`config.mk`:
```
export PLATFORM = sky130hd
export DESIGN_NAME = ncc_queue
export DESIGN_NICKNAME = d
export VERILOG_FILES = /design/src/design/ncc_pkg.sv /design/src/design/ncc_queue.sv
export SDC_FILE = /design/constraint.sdc
export NUM_CORES = 1
export LEC_CHECK = 0
export BUFFER_PORTS_ARGS = -buffer_cell sky130_fd_sc_hd__buf_2
export CORE_MARGIN = 5
export CORE_UTILIZATION = 55
export DETAILED_ROUTE_END_ITERATION = 10
export GPL_ROUTABILITY_DRIVEN = 0
export PLACE_DENSITY = 0.76
export SYNTH_ARGS = -nofsm -noshare
export SYNTH_HDL_FRONTEND = slang
export SYNTH_SLANG_ARGS = --single-unit
```
`constraint.sdc`:
```
create_clock -name clk -period 2.8 [get_ports clk]
set_input_delay 0.56 -clock clk [delete_from_list [all_inputs] [get_ports clk]]
set_output_delay 0.56 -clock clk [all_outputs]
set_load 0.05 [all_outputs]
```
`src/design/ncc_pkg.sv`:
```
// Shared types, constants and register codes of the neighbor coordination counter.
`timescale 1ns / 1ps

package ncc_pkg;

	localparam int COLUMNS     = 4;
	localparam int MAX_COUNT   = 1023;
	localparam int NUM_OUT     = 4;
	localparam int FIELD_MAX   = 1023;
	localparam int COUNT_CAP   = (MAX_COUNT < FIELD_MAX) ? MAX_COUNT : FIELD_MAX;
	localparam int COUNT_W     = 10;
	localparam int COORD_W     = 32;
	localparam int TYPE_W      = 8;
	localparam int CFG_IDX_W   = 2;
	localparam int CFG_DATA_W  = 64;
	localparam int QUEUE_DEPTH = 4;
	localparam int QPTR_W      = $clog2(QUEUE_DEPTH);
	localparam int QLVL_W      = $clog2(QUEUE_DEPTH + 1);
	localparam int AXES        = 3;

	typedef enum logic [CFG_IDX_W-1:0] {
		CFG_CUTOFF_SQ      = 2'd0,
		CFG_COLUMNS_IN_USE = 2'd1,
		CFG_TYPE_WINDOWS   = 2'd2
	} cfg_reg_t;

	typedef struct packed {
		logic               last;
		logic               cig;
		logic               base_ok;
		logic [NUM_OUT-1:0] col_act;
		logic [NUM_OUT-1:0] col_win;
	} stage_ctl_t;

	typedef struct packed {
		logic               last;
		logic               cig;
		logic [NUM_OUT-1:0] col_act;
		logic [NUM_OUT-1:0] col_en;
	} q_item_t;

	typedef struct packed {
		logic [QLVL_W-1:0] level;
		logic              full;
	} q_stat_t;

endpackage

```
`src/design/ncc_queue.sv`:
```
// Short queue of classified items between the front end and the counter.
`timescale 1ns / 1ps

module ncc_queue (
	input  logic                 clk,
	input  logic                 arst_n,
	input  logic                 push_valid,
	input  ncc_pkg::q_item_t     push_item,
	output logic                 push_ready,
	output logic                 pop_valid,
	output ncc_pkg::q_item_t     pop_item,
	input  logic                 pop,
	output ncc_pkg::q_stat_t     stat
);

	ncc_pkg::q_item_t            mem_q [ncc_pkg::QUEUE_DEPTH];
	logic [ncc_pkg::QPTR_W-1:0]  wr_ptr_q;
	logic [ncc_pkg::QPTR_W-1:0]  rd_ptr_q;
	logic [ncc_pkg::QLVL_W-1:0]  level_q;
	logic                        do_push;
	logic                        do_pop;

	assign push_ready = (level_q != ncc_pkg::QLVL_W'(ncc_pkg::QUEUE_DEPTH));
	assign pop_valid  = (level_q != '0);
	assign pop_item   = mem_q[rd_ptr_q];
	assign do_push    = push_valid && push_ready;
	assign do_pop     = pop && pop_valid;

	assign stat.level = level_q;
	assign stat.full  = !push_ready;

	always_ff @(posedge clk or negedge arst_n) begin
		if (!arst_n) begin
			wr_ptr_q <= '0;
			rd_ptr_q <= '0;
			level_q  <= '0;
		end else begin
			if (do_push)
				wr_ptr_q <= (wr_ptr_q == ncc_pkg::QPTR_W'(ncc_pkg::QUEUE_DEPTH - 1)) ?
					'0 : wr_ptr_q + 1'b1;
			if (do_pop)
				rd_ptr_q <= (rd_ptr_q == ncc_pkg::QPTR_W'(ncc_pkg::QUEUE_DEPTH - 1)) ?
					'0 : rd_ptr_q + 1'b1;
			if (do_push && !do_pop)
				level_q <= level_q + 1'b1;
			else if (do_pop && !do_push)
				level_q <= level_q - 1'b1;
		end
	end

	always_ff @(posedge clk) begin
		if (do_push)
			mem_q[wr_ptr_q] <= push_item;
	end

endmodule

```
==> flow_summary.toml <==
[outcome]
status = "complete, no violations"

[global_routing]
grtUsageTotal_pct = 13.2
grt_max_degree = 15
grt_pass1_vias = 980
grt_pass1_wl_um = 4890
grt.overflow.total = 0
antenna_found_initial = 0
use_met3_pct = 3.77
grtUsageMet1_pct = 15.8
globalRouteMet2Util_pct = 22.6
top_usage_layer = "met2"

[route]
finalWirelength_um = 2830
drc_errors = 0
wl_per_cell_um = 16.5
ant_nets = 0
firstDrtPassIters = 3
vias_per_cell = 5.25
first_iter_violations = 55
num_vias = 897

[die]
die_width_um = 69.3
die_y_um = 69.3
ios = 30
dieArea_sq_mm = 0.00481
rows = 21
core_area_sq_mm = 0.00336
initial_utilization_pct = 57.6

[finish]
final_common_cell = "edfxtp_1"
n_antenna_cell = 0
mostFrequentLayoutCells = "edfxtp_1, buf_2, dfrtp_1"
syn2layout_area_growth_pct = 11.6
layout.nets = 145
drive_gt1_share_pct = 44.8
fill_cells = 276

[setup_path]
required_ns = 2.24
crit_fanout = 13
setup.worst_path.start = "rd_ptr_q[0]"
r2r-start = "level_q[0]"
end_kind = "primary output"
start_kind = "flip-flop"
r2r_slack_ns = 0.68
cp.arrival_ns = 1.99
path_class = "reg2out"

[sta]
hold_viol = 0
setup-violations-final = 0
post-route-period-util_pct = 91.2
rsz0062_at_grt = "false"
slew_viol_final = 0
worst_pin_slew_ns = 0.664
slew_headroom_pct = 55.8
finClkSkew_ns = 0.0127
fin_crit_ns = 2.55
fmax_mhz = 392
setup_tns_ns = 0

[logic_synthesis]
syn_area_sq_mm = 0.00194
ys_seq_area_share_pct = 71.1
synth_warnings = 0
synth_top_area_share_pct = 62.0
syn-instance-count = 91
synth_cell_types = 21
synth_fp_nets = 112
syn_area_per_cell_sq_um = 21.3
ys_ff_latch = 47
synth_area_leaders = "edfxtp_1, dfrtp_1, mux4_2, mux4_1, ha_1"
yosysTopAreaCell = "edfxtp_1"

[clock_network]
path_clk_slew_ns = 0.12
cts.sinks = 47
cts_setup_buffers = 0
cts_buffer_depth = 2
post_cts_resized = 0
tritoncts = "done"
cts_root_buffer = "clkbuf_4"
htreeDepth = 2
cts_made_buffers = 5
clock_latency_ns = 0.34
hold_buffers = 0

[flow_run]
max-cap-violations = 0

[placement]
place_hpwl_um = 1970
port_buffers = 29

[worst_hold_path]
hold_class = "in2async"
stage by stage:
step / instances / utilization, % / hold slack, ns / cell area, sq um / setup WS, ns
floorplan: 91 / - / 0.264 / 1940 / 0.240
global placement: 163 / 62.8 / 0.406 / 2110 / 0.584
detailed placement: 163 / 62.8 / 0.416 / 2110 / 0.583
CTS: 171 / 64.3 / 0.0249 / 2160 / 0.184
global route: 171 / 64.3 / 0.0174 / 2160 / 0.114
finish: 171 / 64.3 / 0.0331 / 2160 / 0.246
sequential cells by signal, summed over array words and instances, names as in the netlist:
name / cells
mem_q: 40
level_q: 3
rd_ptr_q: 2
wr_ptr_q: 2
final timing paths:
path / to / cells after the start
setup / recovery: pop_item[2] / 2
hold / removal: level_q[0] / 1
setup reg to reg: level_q[2] / 10
hold reg to reg: level_q[2] / 1
max in group asynchronous: rd_ptr_q[0] / 1
min in group clk: mem_q[3][1] / 1
critical path: stages (launching register included):
cell	delay (ns)
dfrtp_1	0.79
mux4_1	0.64
buf_2	0.23
synth_stat cells:
| master | n |
|---|---|
| and2_2 | 4 |
| buf_2 | 1 |
| buf_6 | 2 |
| dfrtp_1 | 7 |
| edfxtp_1 | 40 |
| fa_1 | 1 |
| ha_1 | 6 |
| inv_1 | 3 |
| inv_2 | 1 |
| mux2_2 | 1 |
| mux2_4 | 4 |
| mux4_1 | 4 |
| mux4_2 | 6 |
| nand2_2 | 1 |
| nand2_4 | 1 |
| nor2_1 | 3 |
| nor2_2 | 1 |
| nor2b_2 | 1 |
| or3_4 | 1 |
| xnor2_1 | 1 |
| xor2_1 | 2 |
area by class of cell:
| class | count | area, sq um | area share [%] |
|---|---|---|---|
| Sequential cell | 47 | 1380 | 63.7 |
| Multi-Input combinational cell | 37 | 518 | 24.0 |
| Timing Repair Buffer | 29 | 145 | 6.71 |
| Tap cell | 46 | 57.6 | 2.66 |
| Clock buffer | 6 | 41.3 | 1.91 |
| Inverter | 4 | 15.0 | 0.694 |
| Clock inverter | 2 | 8.76 | 0.405 |
layer usage:
| metal | part of all wire (%) | vias to the layer above | wire length (um) |
|---|---|---|---|
| li1 | - | 417 | - |
| met1 | 42 | 456 | 1200 |
| met2 | 52 | 20 | 1490 |
| met3 | 4.1 | 4 | 115 |
| met4 | 1.1 | 0 | 31 |
| met5 | 0 | - | 0 |
cells by family (layout without fill, tap and decap cells):
kind of cell	after synthesis	count (layout)	synth area share (%)
flip-flops	47	47	71.1
AND/OR/NAND/NOR	12	12	4.39
multiplexers	15	15	16.1
XOR/XNOR	3	3	1.36
adder cells (fa/ha/maj)	7	7	4.91
buffers and inverters	7	41	2.20
Power is not shown: default switching activity piles up to over one toggle a cycle in this logic, so the estimate is an artifact.
