[src/design/ncc_pkg.sv]
// Shared types, constants and register codes of the neighbor coordination counter.
`timescale 1ns / 1ps

package ncc_pkg;

	localparam int COLUMNS     = 4;
	localparam int MAX_COUNT   = 1023;
	localparam int NUM_OUT     = 4;
	localparam int FIELD_MAX   = 1023;
	localparam int COUNT_CAP   = (MAX_COUNT < FIELD_MAX) ? MAX_COUNT : FIELD_MAX;
	localparam int COUNT_W     = 10;
	localparam int COORD_W     = 32;
	localparam int TYPE_W      = 8;
	localparam int CFG_IDX_W   = 2;
	localparam int CFG_DATA_W  = 64;
	localparam int QUEUE_DEPTH = 4;
	localparam int QPTR_W      = $clog2(QUEUE_DEPTH);
	localparam int QLVL_W      = $clog2(QUEUE_DEPTH + 1);
	localparam int AXES        = 3;

	typedef enum logic [CFG_IDX_W-1:0] {
		CFG_CUTOFF_SQ      = 2'd0,
		CFG_COLUMNS_IN_USE = 2'd1,
		CFG_TYPE_WINDOWS   = 2'd2
	} cfg_reg_t;

	typedef struct packed {
		logic               last;
		logic               cig;
		logic               base_ok;
		logic [NUM_OUT-1:0] col_act;
		logic [NUM_OUT-1:0] col_win;
	} stage_ctl_t;

	typedef struct packed {
		logic               last;
		logic               cig;
		logic [NUM_OUT-1:0] col_act;
		logic [NUM_OUT-1:0] col_en;
	} q_item_t;

	typedef struct packed {
		logic [QLVL_W-1:0] level;
		logic              full;
	} q_stat_t;

endpackage

[src/design/ncc_if.sv]


interface ncc_out_if;
	logic                         valid;
	logic                         ready;
	logic [ncc_pkg::COUNT_W-1:0]  count_col0;
	logic [ncc_pkg::COUNT_W-1:0]  count_col1;
	logic [ncc_pkg::COUNT_W-1:0]  count_col2;
	logic [ncc_pkg::COUNT_W-1:0]  count_col3;

	modport source (
		output valid, count_col0, count_col1, count_col2, count_col3,
		input  ready
	);
	modport sink (
		input  valid, count_col0, count_col1, count_col2, count_col3,
		output ready
	);
endinterface


[src/design/ncc_back.sv]
// Back end: saturating per-column counters and the result register.
`timescale 1ns / 1ps

module ncc_back (
	input  logic                 clk,
	input  logic                 arst_n,
	input  logic                 item_valid,
	input  ncc_pkg::q_item_t     item,
	output logic                 pop,
	ncc_out_if.source            res
);

	logic [ncc_pkg::COUNT_W-1:0] counts_q  [ncc_pkg::NUM_OUT];
	logic [ncc_pkg::COUNT_W-1:0] result_q  [ncc_pkg::NUM_OUT];
	logic [ncc_pkg::COUNT_W-1:0] counts_nx [ncc_pkg::NUM_OUT];
	logic                        out_valid_q;
	logic                        out_free;

	assign out_free = !out_valid_q || res.ready;
	assign pop      = item_valid && (!item.last || out_free);

	always_comb begin
		for (int m = 0; m < ncc_pkg::NUM_OUT; m++)
			counts_nx[m] = (item.col_en[m] &&
				counts_q[m] < ncc_pkg::COUNT_W'(ncc_pkg::COUNT_CAP)) ?
				counts_q[m] + 1'b1 : counts_q[m];
	end

	always_ff @(posedge clk or negedge arst_n) begin
		if (!arst_n) begin
			out_valid_q <= 1'b0;
			for (int m = 0; m < ncc_pkg::NUM_OUT; m++)
				counts_q[m] <= '0;
		end else begin
			if (pop && item.last)
				out_valid_q <= 1'b1;
			else if (res.ready)
				out_valid_q <= 1'b0;
			if (pop) begin
				for (int m = 0; m < ncc_pkg::NUM_OUT; m++)
					counts_q[m] <= item.last ? '0 : counts_nx[m];
			end
		end
	end

	always_ff @(posedge clk) begin
		if (pop && item.last) begin
			for (int m = 0; m < ncc_pkg::NUM_OUT; m++)
				result_q[m] <= (item.cig && item.col_act[m]) ? counts_nx[m] : '0;
		end
	end

	assign res.valid      = out_valid_q;
	assign res.count_col0 = result_q[0];
	assign res.count_col1 = result_q[1];
	assign res.count_col2 = result_q[2];
	assign res.count_col3 = result_q[3];

endmodule

[src/flat_wrapper.sv]
// flat-port wrapper written by rule: the top's interface ports become plain ports
module ncc_back_flat 
  (clk, arst_n, item_valid, item, pop, res_valid, res_count_col0, res_count_col1, res_count_col2, res_count_col3, res_ready);
  ncc_out_if res_i ();
  input  logic clk;
  input  logic arst_n;
  input  logic item_valid;
  input  ncc_pkg::q_item_t item;
  output logic pop;
  output wire logic [$bits(res_i.valid)-1:0] res_valid;
  output wire logic [$bits(res_i.count_col0)-1:0] res_count_col0;
  output wire logic [$bits(res_i.count_col1)-1:0] res_count_col1;
  output wire logic [$bits(res_i.count_col2)-1:0] res_count_col2;
  output wire logic [$bits(res_i.count_col3)-1:0] res_count_col3;
  input wire logic [$bits(res_i.ready)-1:0] res_ready;
  assign res_valid = res_i.valid;
  assign res_count_col0 = res_i.count_col0;
  assign res_count_col1 = res_i.count_col1;
  assign res_count_col2 = res_i.count_col2;
  assign res_count_col3 = res_i.count_col3;
  assign res_i.ready = res_ready;
  ncc_back u_core (.clk(clk), .arst_n(arst_n), .item_valid(item_valid), .item(item), .pop(pop), .res(res_i));
endmodule
[config.mk]
export PLATFORM = sky130hd
export DESIGN_NAME = ncc_back_flat
export DESIGN_NICKNAME = d
export VERILOG_FILES = /design/src/design/ncc_pkg.sv /design/src/design/ncc_if.sv /design/src/design/ncc_back.sv /design/src/flat_wrapper.sv
export SDC_FILE = /design/constraint.sdc
export NUM_CORES = 1
export LEC_CHECK = 0
export ABC_AREA = 1
export BUFFER_PORTS_ARGS = -buffer_cell sky130_fd_sc_hd__buf_2
export CORE_ASPECT_RATIO = 1.2
export CORE_MARGIN = 1
export CORE_UTILIZATION = 55
export CTS_BUF_LIST = sky130_fd_sc_hd__clkbuf_4 sky130_fd_sc_hd__clkbuf_8
export DETAILED_ROUTE_END_ITERATION = 7
export GPL_TIMING_DRIVEN = 0
export HOLD_SLACK_MARGIN = 0.02
export PLACE_DENSITY = 0.77
export SYNTH_ARGS = -nofsm -noshare
export SYNTH_HDL_FRONTEND = slang
export SYNTH_SLANG_ARGS = --single-unit
[constraint.sdc]
create_clock -name clk -period 2.5 [get_ports clk]
set_clock_uncertainty 0.2 [all_clocks]
set_input_delay 0.125 -clock clk [delete_from_list [all_inputs] [get_ports clk]]
set_output_delay 0.125 -clock clk [all_outputs]
set_load 0.005 [all_outputs]
==> results.yml, run 1 <==
die:
  die_h_um: 97.7
  start_util_pct: 57.4
  design.die.area_sq_um: 7990
  die_x_um: 81.8
  fp-row-count: 34
  fp.coreArea_sq_um: 7320
  io_pins: 56
yosys:
  netlist_area_sq_um: 4200
  dominantRegCellSynth: "dfrtp_1"
  ys_ff_latch: 81
  syn_nets: 534
  yosysMostFrequentCell: "nand2_1"
  synth_top_area_share_pct: 28.6
  synthCells: 516
  synth_area_leaders: "edfxtp_1 29%, dfrtp_1 24%, nand2_1 17%"
  synth_cell_types: 30
  synth_warnings: 0
  synth_top_area_cell: "edfxtp_1"
  async_flop_share_pct: 50.6
  synth_area_per_cell_sq_um: 8.14
  yosysSeqAreaShare_pct: 53.0
  netlist_top_cells_count: "191 x nand2_1, 60 x inv_1, 48 x nor2_1"
  synth_edf_count: 40
critical_path:
  cp.required_ns: 2.28
  crit_type: "reg -> reg"
  critical_path_arrival_ns: 1.95
  critPathCaptureType: "flop"
  startpoint_type: "flop"
  cp_max_fo: 40
place:
  portBuffers: 54
  dp_hpwl_mm: 5.99
  placed_area_sq_um: 4580
  place_congestion: 0.875
timing:
  drv_slew: 0
  rsz0062_at_grt: "false"
  setup_tns_ns: 0
  hold_viol: 0
  worst_slew_pin_slew_ns: 1.00
  fmax_mhz: 461
  slew_headroom_pct: 33.3
  setup_viol: 0
  fin_crit_ns: 2.17
  fin_crit_sh_pct: 86.8
detailed_routing:
  drtIter0Drc: 265
  drt_wl_total_mm: 8.92
  via_count: 3592
  ant_nets: 0
  viasPerCell: 5.24
  firstDrtPassIters: 5
  wl_per_cell_um: 13.0
  drc: 0
global_route:
  grt_overflow: 0
  grt_most_used_layer: "met2"
  met3_usage_pct: 3.27
  track_usage_pct: 24.1
  grt_max_degree: 42
  antenna_found_initial: 0
  grt_pass1_wl_mm: 14.8
  met2_usage_pct: 41.3
  grt_pass1_vias: 3417
  use_met1_pct: 29.5
pwr:
  total_power_w: 0.00280
  pwr-share-comb_pct: 8.6
  netSwitchingPower_w: 0.000670
  pwr-share-seq_pct: 52.7
  power.density_nw_per_um2: 571
  leakage_nw: 2.27
  vdd_drop_max_mv: 0.315
  clkPwrFrac_pct: 38.7
  sw_frac_of_total_pct: 23.9
  p_int_w: 0.00213
flow_run:
  max-cap-violations: 0
clock_network:
  cts_buffers: 9
  clockBufferDepth: 2
  clkTransAtPathRegs_ns: 0.08
  cts_resized: 0
  htreeDepth: 3
  cts_setup_buffers: 0
  clkSinkCount: 81
  ctsHoldBuffers: 10
  clock-root-buffer: "clkbuf_8"
  insertion_delay_ns: 0.35
  cts_tree: "done"
final_layout:
  drive_above_1_share_pct: 16.1
  final_cell_area_sq_um: 4910
  syn2layout_area_growth_pct: 16.8
  nNetsFinal: 609
  antenna_cells: 0
hold_path:
  hold_path.class: "in -> reg"
status:
  outcome: "finished clean"
-- critical path, stage by stage, from the launching register on --
cell	delay (ns)
dfrtp_1	0.38
nand2_1	0.16
o21ai_4	0.14
inv_2	0.15
nand2_1	0.10
inv_2	0.66
-- flip-flops by register name (all words and copies together) (netlist names) --
register and count:
u_core.counts_q 40, u_core.result_q 40, u_core.res.valid 1
-- power by group through the flow --
stage	clock network, W	logic (W)	registers [W]
4_1_cts	0.00109	0.000244	0.00148
6_report	0.00108	0.000241	0.00148
3_3_place_gp	0	0.000223	0.00150
2_1_floorplan	0	0.000131	0.00150
3_5_place_dp	0	0.000230	0.00150
5_1_grt	0.00113	0.000278	0.00148
-- area by class of cell --
type                    instances  area, sq um
plain buffers                   8         43.8
clock buffers                  11          145
clock inverters                 5         78.8
fillers                       597         2410
inverters                      63          236
multi-input cells             364         1690
flip-flops and latches         81         2230
well taps                      90          113
repair buffers                 64          370
-- cell usage in the layout (no fill, tap or decap), types with 2 or more instances in the layout --
| cell | count |
|---|---|
| nand2_1 | 191 |
| inv_1 | 59 |
| buf_2 | 59 |
| nor2_1 | 48 |
| dfrtp_1 | 41 |
| edfxtp_1 | 40 |
| nand3_1 | 38 |
| o21ai_1 | 11 |
| o21ai_0 | 10 |
| o22ai_1 | 10 |
| clkbuf_8 | 10 |
| dlygate4sd3_1 | 10 |
| xor2_1 | 8 |
| nand4_1 | 8 |
| a21oi_1 | 7 |
| nor3_1 | 6 |
| nand2_2 | 5 |
| inv_2 | 4 |
| nor2_4 | 4 |
| nand3b_1 | 4 |
| ha_1 | 4 |
| nor2_2 | 2 |
| buf_4 | 2 |
| bufinv_16 | 2 |
| clkinv_2 | 2 |
-- cells by family after synthesis --
group	share of synthesized area (%)
AO/OA/AOI/OAI	5.84
XOR/XNOR	1.67
adder cells (fa/ha/maj)	1.19
buffers and inverters	6.67
flip-flops	53.0
AND/OR/NAND/NOR	31.6
-- metrics by stage --
stage / utilization [%] / hold slack [ns] / setup WS [ns] / instances
5_1_grt: 67.1 / 0.122 / 0.161 / 686
3_3_place_gp: 62.6 / 0.138 / -0.129 / 660
3_5_place_dp: 62.6 / 0.150 / 0.307 / 660
6_report: 67.1 / 0.0896 / 0.329 / 686
2_1_floorplan: - / -0.371 / 0.361 / 516
4_1_cts: 67.1 / 0.0815 / 0.294 / 686
-- final timing paths --
kind | startpoint | endpoint | slack [ns] | cells after the start
min in group asynchronous | arst_n | u_core.counts_q[15] | 0.26 | 2
min | item[8] | u_core.result_q[0][9] | 0.09 | 3
min reg2reg | u_core.counts_q[8] | u_core.counts_q[8] | 0.33 | 2
max | u_core.res.valid | u_core.result_q[3][3] | 0.33 | 5
max reg2reg | u_core.res.valid | u_core.result_q[3][3] | 0.33 | 5
max in group asynchronous | arst_n | u_core.counts_q[3] | 1.20 | 2
-- per-layer routing --
layer,up-vias,part of all wire [%]
li1,1810,-
met1,1679,44
met2,89,50
met3,14,3.6
met4,0,2.1
met5,-,0
No activity file was read; power rests on OpenSTA's default activity.
==> run 2: changes to the inputs <==
ABC_AREA = 0   (was 1)
PLACE_DENSITY = 0.76   (was 0.77)
==> results.yml, run 2 <==
status:
  outcome: "complete, but fails checks"
  violations: "design-rule violations"
critical_path:
  slowest_stage: "o21ai_2"
  startpoint_type: "flop"
  critical_path_arrival_ns: 2.09
  crit_type: "reg -> out"
  path_delay_family: "buffers and inverters"
  crit_chain: "nand2b_1, o21ai_2, inv_2, clkbuf_1, buf_2"
  critPathBufInv: 3
  cp.required_ns: 2.17
  cp_slowest_stage_delay_ns: 0.48
  critPathCaptureType: "output port"
  cp_max_fo: 10
yosys:
  synth_area_per_cell_sq_um: 10.3
  syn_nets: 451
  netlist_area_sq_um: 4460
  synth_warnings: 0
  yosysSeqAreaShare_pct: 49.9
  netlist_top_cells_count: "48 x nor2_1, 41 x dfrtp_1, 40 x edfxtp_1"
  synth_top_area_share_pct: 26.9
  synth_cell_types: 64
  ys_ff_latch: 81
  synth_top_area_cell: "edfxtp_1"
  synth_area_leaders: "edfxtp_1 27%, dfrtp_1 23%, nor2_1 4.0%"
  async_flop_share_pct: 50.6
  synthCells: 433
  dominantRegCellSynth: "dfrtp_1"
  yosysMostFrequentCell: "nor2_1"
  synth_edf_count: 40
place:
  place_congestion: 0.872
  pre_cts_slack_ns: 0.359
  dp_cells: 579
  placed_area_sq_um: 4850
  dp_hpwl_mm: 6.97
  portBuffers: 54
pwr:
  clkPwrFrac_pct: 35.3
  sw_frac_of_total_pct: 26.0
  vdd_drop_max_mv: 0.315
  leakage_nw: 2.04
  power.density_nw_per_um2: 549
  netSwitchingPower_w: 0.000729
  total_power_w: 0.00280
  pwr-share-comb_pct: 10.7
  p_int_w: 0.00207
  pwr-share-seq_pct: 54.0
detailed_routing:
  ant_nets: 0
  viasPerCell: 6.33
  drtIter0Drc: 274
  drc: 10
  firstDrtPassIters: 7
  via_count: 3800
  drt_wl_total_mm: 10.5
  wl_per_cell_um: 17.5
clock_network:
  htreeDepth: 3
  cts_resized: 0
  cts_tree: "done"
  insertion_delay_ns: 0.36
  clock-root-buffer: "clkbuf_8"
  ctsHoldBuffers: 5
  cts_setup_buffers: 0
  clockBufferDepth: 2
  clkTransAtPathRegs_ns: 0.08
  clkSinkCount: 81
  cts_buffers: 9
timing:
  rsz0062_at_grt: "false"
  setup_tns_ns: 0
  setup_viol: 0
  worst_slew_pin_slew_ns: 0.993
  fin_crit_ns: 2.41
  fmax_mhz: 415
  drv_slew: 0
  setup_slack_ns: 0.0898
  fin_crit_sh_pct: 96.4
  slew_headroom_pct: 33.8
  hold_viol: 0
global_route:
  grt_overflow: 0
  grt_pass1_wl_mm: 16.8
  track_usage_pct: 25.6
  grt_pass1_vias: 3559
  grt_max_degree: 45
  antenna_found_initial: 0
final_layout:
  nNetsFinal: 521
  fill_cells: 623
  final_common_cell: "buf_2"
  final_cell_area_sq_um: 5100
  drive_above_1_share_pct: 21.7
  layout.cells.non_filler: 600
  antenna_cells: 0
  multi_input_area_sq_um: 2070
  area.sequential_sq_um: 2230
  syn2layout_area_growth_pct: 14.3
  mostFrequentLayoutCells: "70 x buf_2, 48 x nor2_1, 41 x dfrtp_1, 40 x edfxtp_1, 26 x nand2_1"
die:
  design.die.area_sq_um: 8480
  start_util_pct: 57.6
  die_x_um: 84.2
  io_pins: 56
  fp-row-count: 35
  fp.coreArea_sq_um: 7750
  die_h_um: 101
flow_run:
  max-cap-violations: 0
hold_path:
  hold_path.class: "in -> reg"
-- run 2: cell types whose count changed in the layout (fill, tap and decap cells not counted), moves of 11 or more --
cell / change
nand2_1: -165
a21oi_1: +13
inv_1: -50
xnor2_1: +16
nand3_1: -23
buf_2: +11
a31oi_1: +12
-- run 2: metal layers --
| metal | vias up | GRT usage [%] | share of wire (%) |
|---|---|---|---|
| li1 | 1784 | - | - |
| met2 | 169 | 44.3 | 50 |
| met5 | - | 0 | 0 |
| met1 | 1809 | 31.2 | 41 |
| met4 | 0 | 14.1 | 2.9 |
| met3 | 38 | 3.60 | 6.3 |
-- run 2: final timing paths --
path,slack [ns],cells after the start,from,to
max reg2reg,0.32,6,u_core.res.valid,u_core.counts_q[12]
min in group asynchronous,0.26,2,arst_n,u_core.counts_q[24]
max,0.09,5,u_core.res.valid,pop
max in group asynchronous,1.20,2,arst_n,u_core.counts_q[19]
min,0.04,4,item[2],u_core.counts_q[12]
min reg2reg,0.39,1,u_core.counts_q[11],u_core.counts_q[11]
-- run 2: cells by family (layout without fill, tap and decap cells) --
group	count (synthesis)	count (layout)	share of synthesized area (%)
and+or+nand+nor	172	172	21.2
muxes	10	10	2.33
buffers and inverters	36	111	3.64
AOI/OAI and AO/OA	109	109	17.7
adders and majority gates	4	4	1.12
DFF	81	81	49.9
xor gates and xnor gates	21	21	4.12
-- run 2: stage by stage --
| step | utilization (%) | hold slack (ns) |
|---|---|---|
| floorplan | - | -0.371 |
| global placement | 62.6 | 0.144 |
| detailed placement | 62.6 | 0.159 |
| CTS | 65.8 | 0.0250 |
| global route | 65.8 | 0.0407 |
| finish | 65.8 | 0.0357 |
-- run 2: worst register-to-register path, stage by stage (launching register included) --
cell      delay [ns]
dfrtp_1         0.38
nand2b_1        0.16
o21ai_2         0.21
inv_2           0.22
clkbuf_1        0.49
o21ai_0         0.22
a21o_1          0.21
-- run 2: power by group through the flow --
stage	Clock [W]	Combinational, W	Sequential [W]
detailed placement	0	0.000290	0.00154
floorplan	0	0.000173	0.00153
CTS	0.000998	0.000298	0.00151
global route	0.00105	0.000329	0.00152
finish	0.000988	0.000298	0.00151
global placement	0	0.000281	0.00154
-- run 2: cell type report --
cell class	instances	area share, %
Sequential cell	81	43.7
Multi-Input combinational cell	316	40.7
Timing Repair Buffer	59	6.28
Clock buffer	11	2.85
Buffer	25	2.38
Tap cell	92	2.26
Clock inverter	5	1.10
Inverter	11	0.810
==> run 3: changes to the inputs <==
BUFFER_PORTS_ARGS = -buffer_cell sky130_fd_sc_hd__buf_4   (was -buffer_cell sky130_fd_sc_hd__buf_2)
==> results.yml, run 3 (same netlist as run 2, synthesis figures left out) <==
pwr:
  clkPwrFrac_pct: 35.3
  pwr-share-seq_pct: 53.4
  netSwitchingPower_w: 0.000749
  p_int_w: 0.00208
  pwr-share-comb_pct: 11.2
  power.density_nw_per_um2: 541
  vdd_drop_max_mv: 0.321
  sw_frac_of_total_pct: 26.4
  leakage_nw: 2.09
final_layout:
  syn2layout_area_growth_pct: 17.3
  final_cell_area_sq_um: 5240
  nNetsFinal: 521
  layout.cells.non_filler: 600
  antenna_cells: 0
  drive_above_1_share_pct: 21.9
  final_common_cell: "buf_4"
  mostFrequentLayoutCells: "54 x buf_4, 48 x nor2_1, 41 x dfrtp_1, 40 x edfxtp_1, 26 x nand2_1"
  fill_cells: 625
  fin_util_pct: 67.6
critical_path:
  critPathCaptureType: "output port"
  crit_type: "reg -> out"
  startpoint_type: "flop"
  cp.required_ns: 2.17
  cp_max_fo: 10
  ff2ff_setup_slack_ns: 0.32
  critical_path_arrival_ns: 2.05
global_route:
  grt_overflow: 0
  grt_pass1_vias: 3483
  grt_pass1_wl_mm: 17.0
  antenna_found_initial: 0
  track_usage_pct: 25.9
  grt_max_degree: 45
timing:
  worst_slew_pin_slew_ns: 0.980
  setup_viol: 0
  hold_viol: 0
  slew_headroom_pct: 34.6
  fin_crit_sh_pct: 95.2
  fin_crit_ns: 2.38
  drv_slew: 0
  fmax_mhz: 420
  setup_slack_ns: 0.120
  hold_ws_ns: 0.0357
  rsz0062_at_grt: "false"
status:
  violations: "design-rule violations"
  outcome: "complete, but fails checks"
detailed_routing:
  drt_wl_total_mm: 10.3
  viasPerCell: 6.17
  ant_nets: 0
  wl_per_cell_um: 17.2
  drc: 11
  firstDrtPassIters: 8
  via_count: 3702
  drtIter0Drc: 366
hold_path:
  hold_path.class: "in -> reg"
place:
  place_congestion: 0.878
  dp_cells: 579
  placed_area_sq_um: 4980
  pre_cts_slack_ns: 0.331
  dp_hpwl_mm: 6.77
  portBuffers: 54
clock_network:
  clkSinkCount: 81
  cts_buffers: 9
  htreeDepth: 3
  clkTransAtPathRegs_ns: 0.10
  insertion_delay_ns: 0.35
  clock-root-buffer: "clkbuf_8"
  clockBufferDepth: 2
  cts_resized: 0
  cts_tree: "done"
die:
  io_pins: 56
  die_x_um: 84.2
  start_util_pct: 57.6
  fp.coreArea_sq_um: 7750
  die_h_um: 101
  fp-row-count: 35
  design.die.area_sq_um: 8480
flow_run:
  max-cap-violations: 0
## run 3: cell count changes in the layout (fill, tap and decap cells not counted), sizes merged
cell and change:
clkbuf -1, clkinv +2, clkinvlp -2, inv +1
## run 3: cell type report
type / count / area [sq um] / area share [%]
plain buffers: 25 / 121 / 2.32
clock buffers: 10 / 138 / 2.63
clock inverters: 6 / 65.1 / 1.24
inverters: 11 / 41.3 / 0.789
multi-input cells: 316 / 2070 / 39.6
flip-flops and latches: 81 / 2230 / 42.5
well taps: 92 / 115 / 2.20
repair buffers: 59 / 455 / 8.70
## run 3: timing repair
| item | 4_1_cts | 5_1_grt |
|---|---|---|
| endpoints found under the hold margin | 47 | 0 |
| hold buffers | 5 | 0 |
| setup buffers | 0 | 0 |
| setup endpoints to repair | 0 | 0 |
## run 3: routing by layer
metal | global-route usage (%) | share of wire (%)
met5 | 0 | 0
met4 | 10.7 | 2.6
met3 | 3.03 | 4.6
met2 | 44.6 | 49
met1 | 33.3 | 44
## run 3: metrics by stage
stage / setup TNS (ns) / power [W]
6_report: 0 / 0.00283
5_1_grt: 0 / 0.00294
4_1_cts: 0 / 0.00284
3_5_place_dp: 0 / 0.00185
3_3_place_gp: -5.24 / 0.00184
2_1_floorplan: 0 / 0.00171
## run 3: critical path, stage by stage, from the launching register on
cell	delay, ns
dfrtp_1	0.36
nand2b_1	0.13
o21ai_2	0.44
inv_2	0.21
clkbuf_1	0.33
buf_4	0.23
## run 3: final timing paths
kind | from | end | cells past startpoint
setup reg to reg | u_core.res.valid | u_core.counts_q[3] | 6
hold reg to reg | u_core.counts_q[31] | u_core.counts_q[31] | 1
hold / removal | item[2] | u_core.result_q[2][0] | 4
setup / recovery | u_core.res.valid | pop | 5
max in group asynchronous | arst_n | u_core.counts_q[32] | 2
min in group asynchronous | arst_n | u_core.counts_q[26] | 2
## run 3: power by group through the flow
stage / registers [W] / logic (W) / clock network (W)
after detailed placement: 0.00154 / 0.000309 / 0
after floorplan: 0.00153 / 0.000173 / 0
after global placement: 0.00154 / 0.000302 / 0
after CTS: 0.00151 / 0.000318 / 0.00101
after global routing: 0.00152 / 0.000353 / 0.00106
final: 0.00151 / 0.000318 / 0.00100
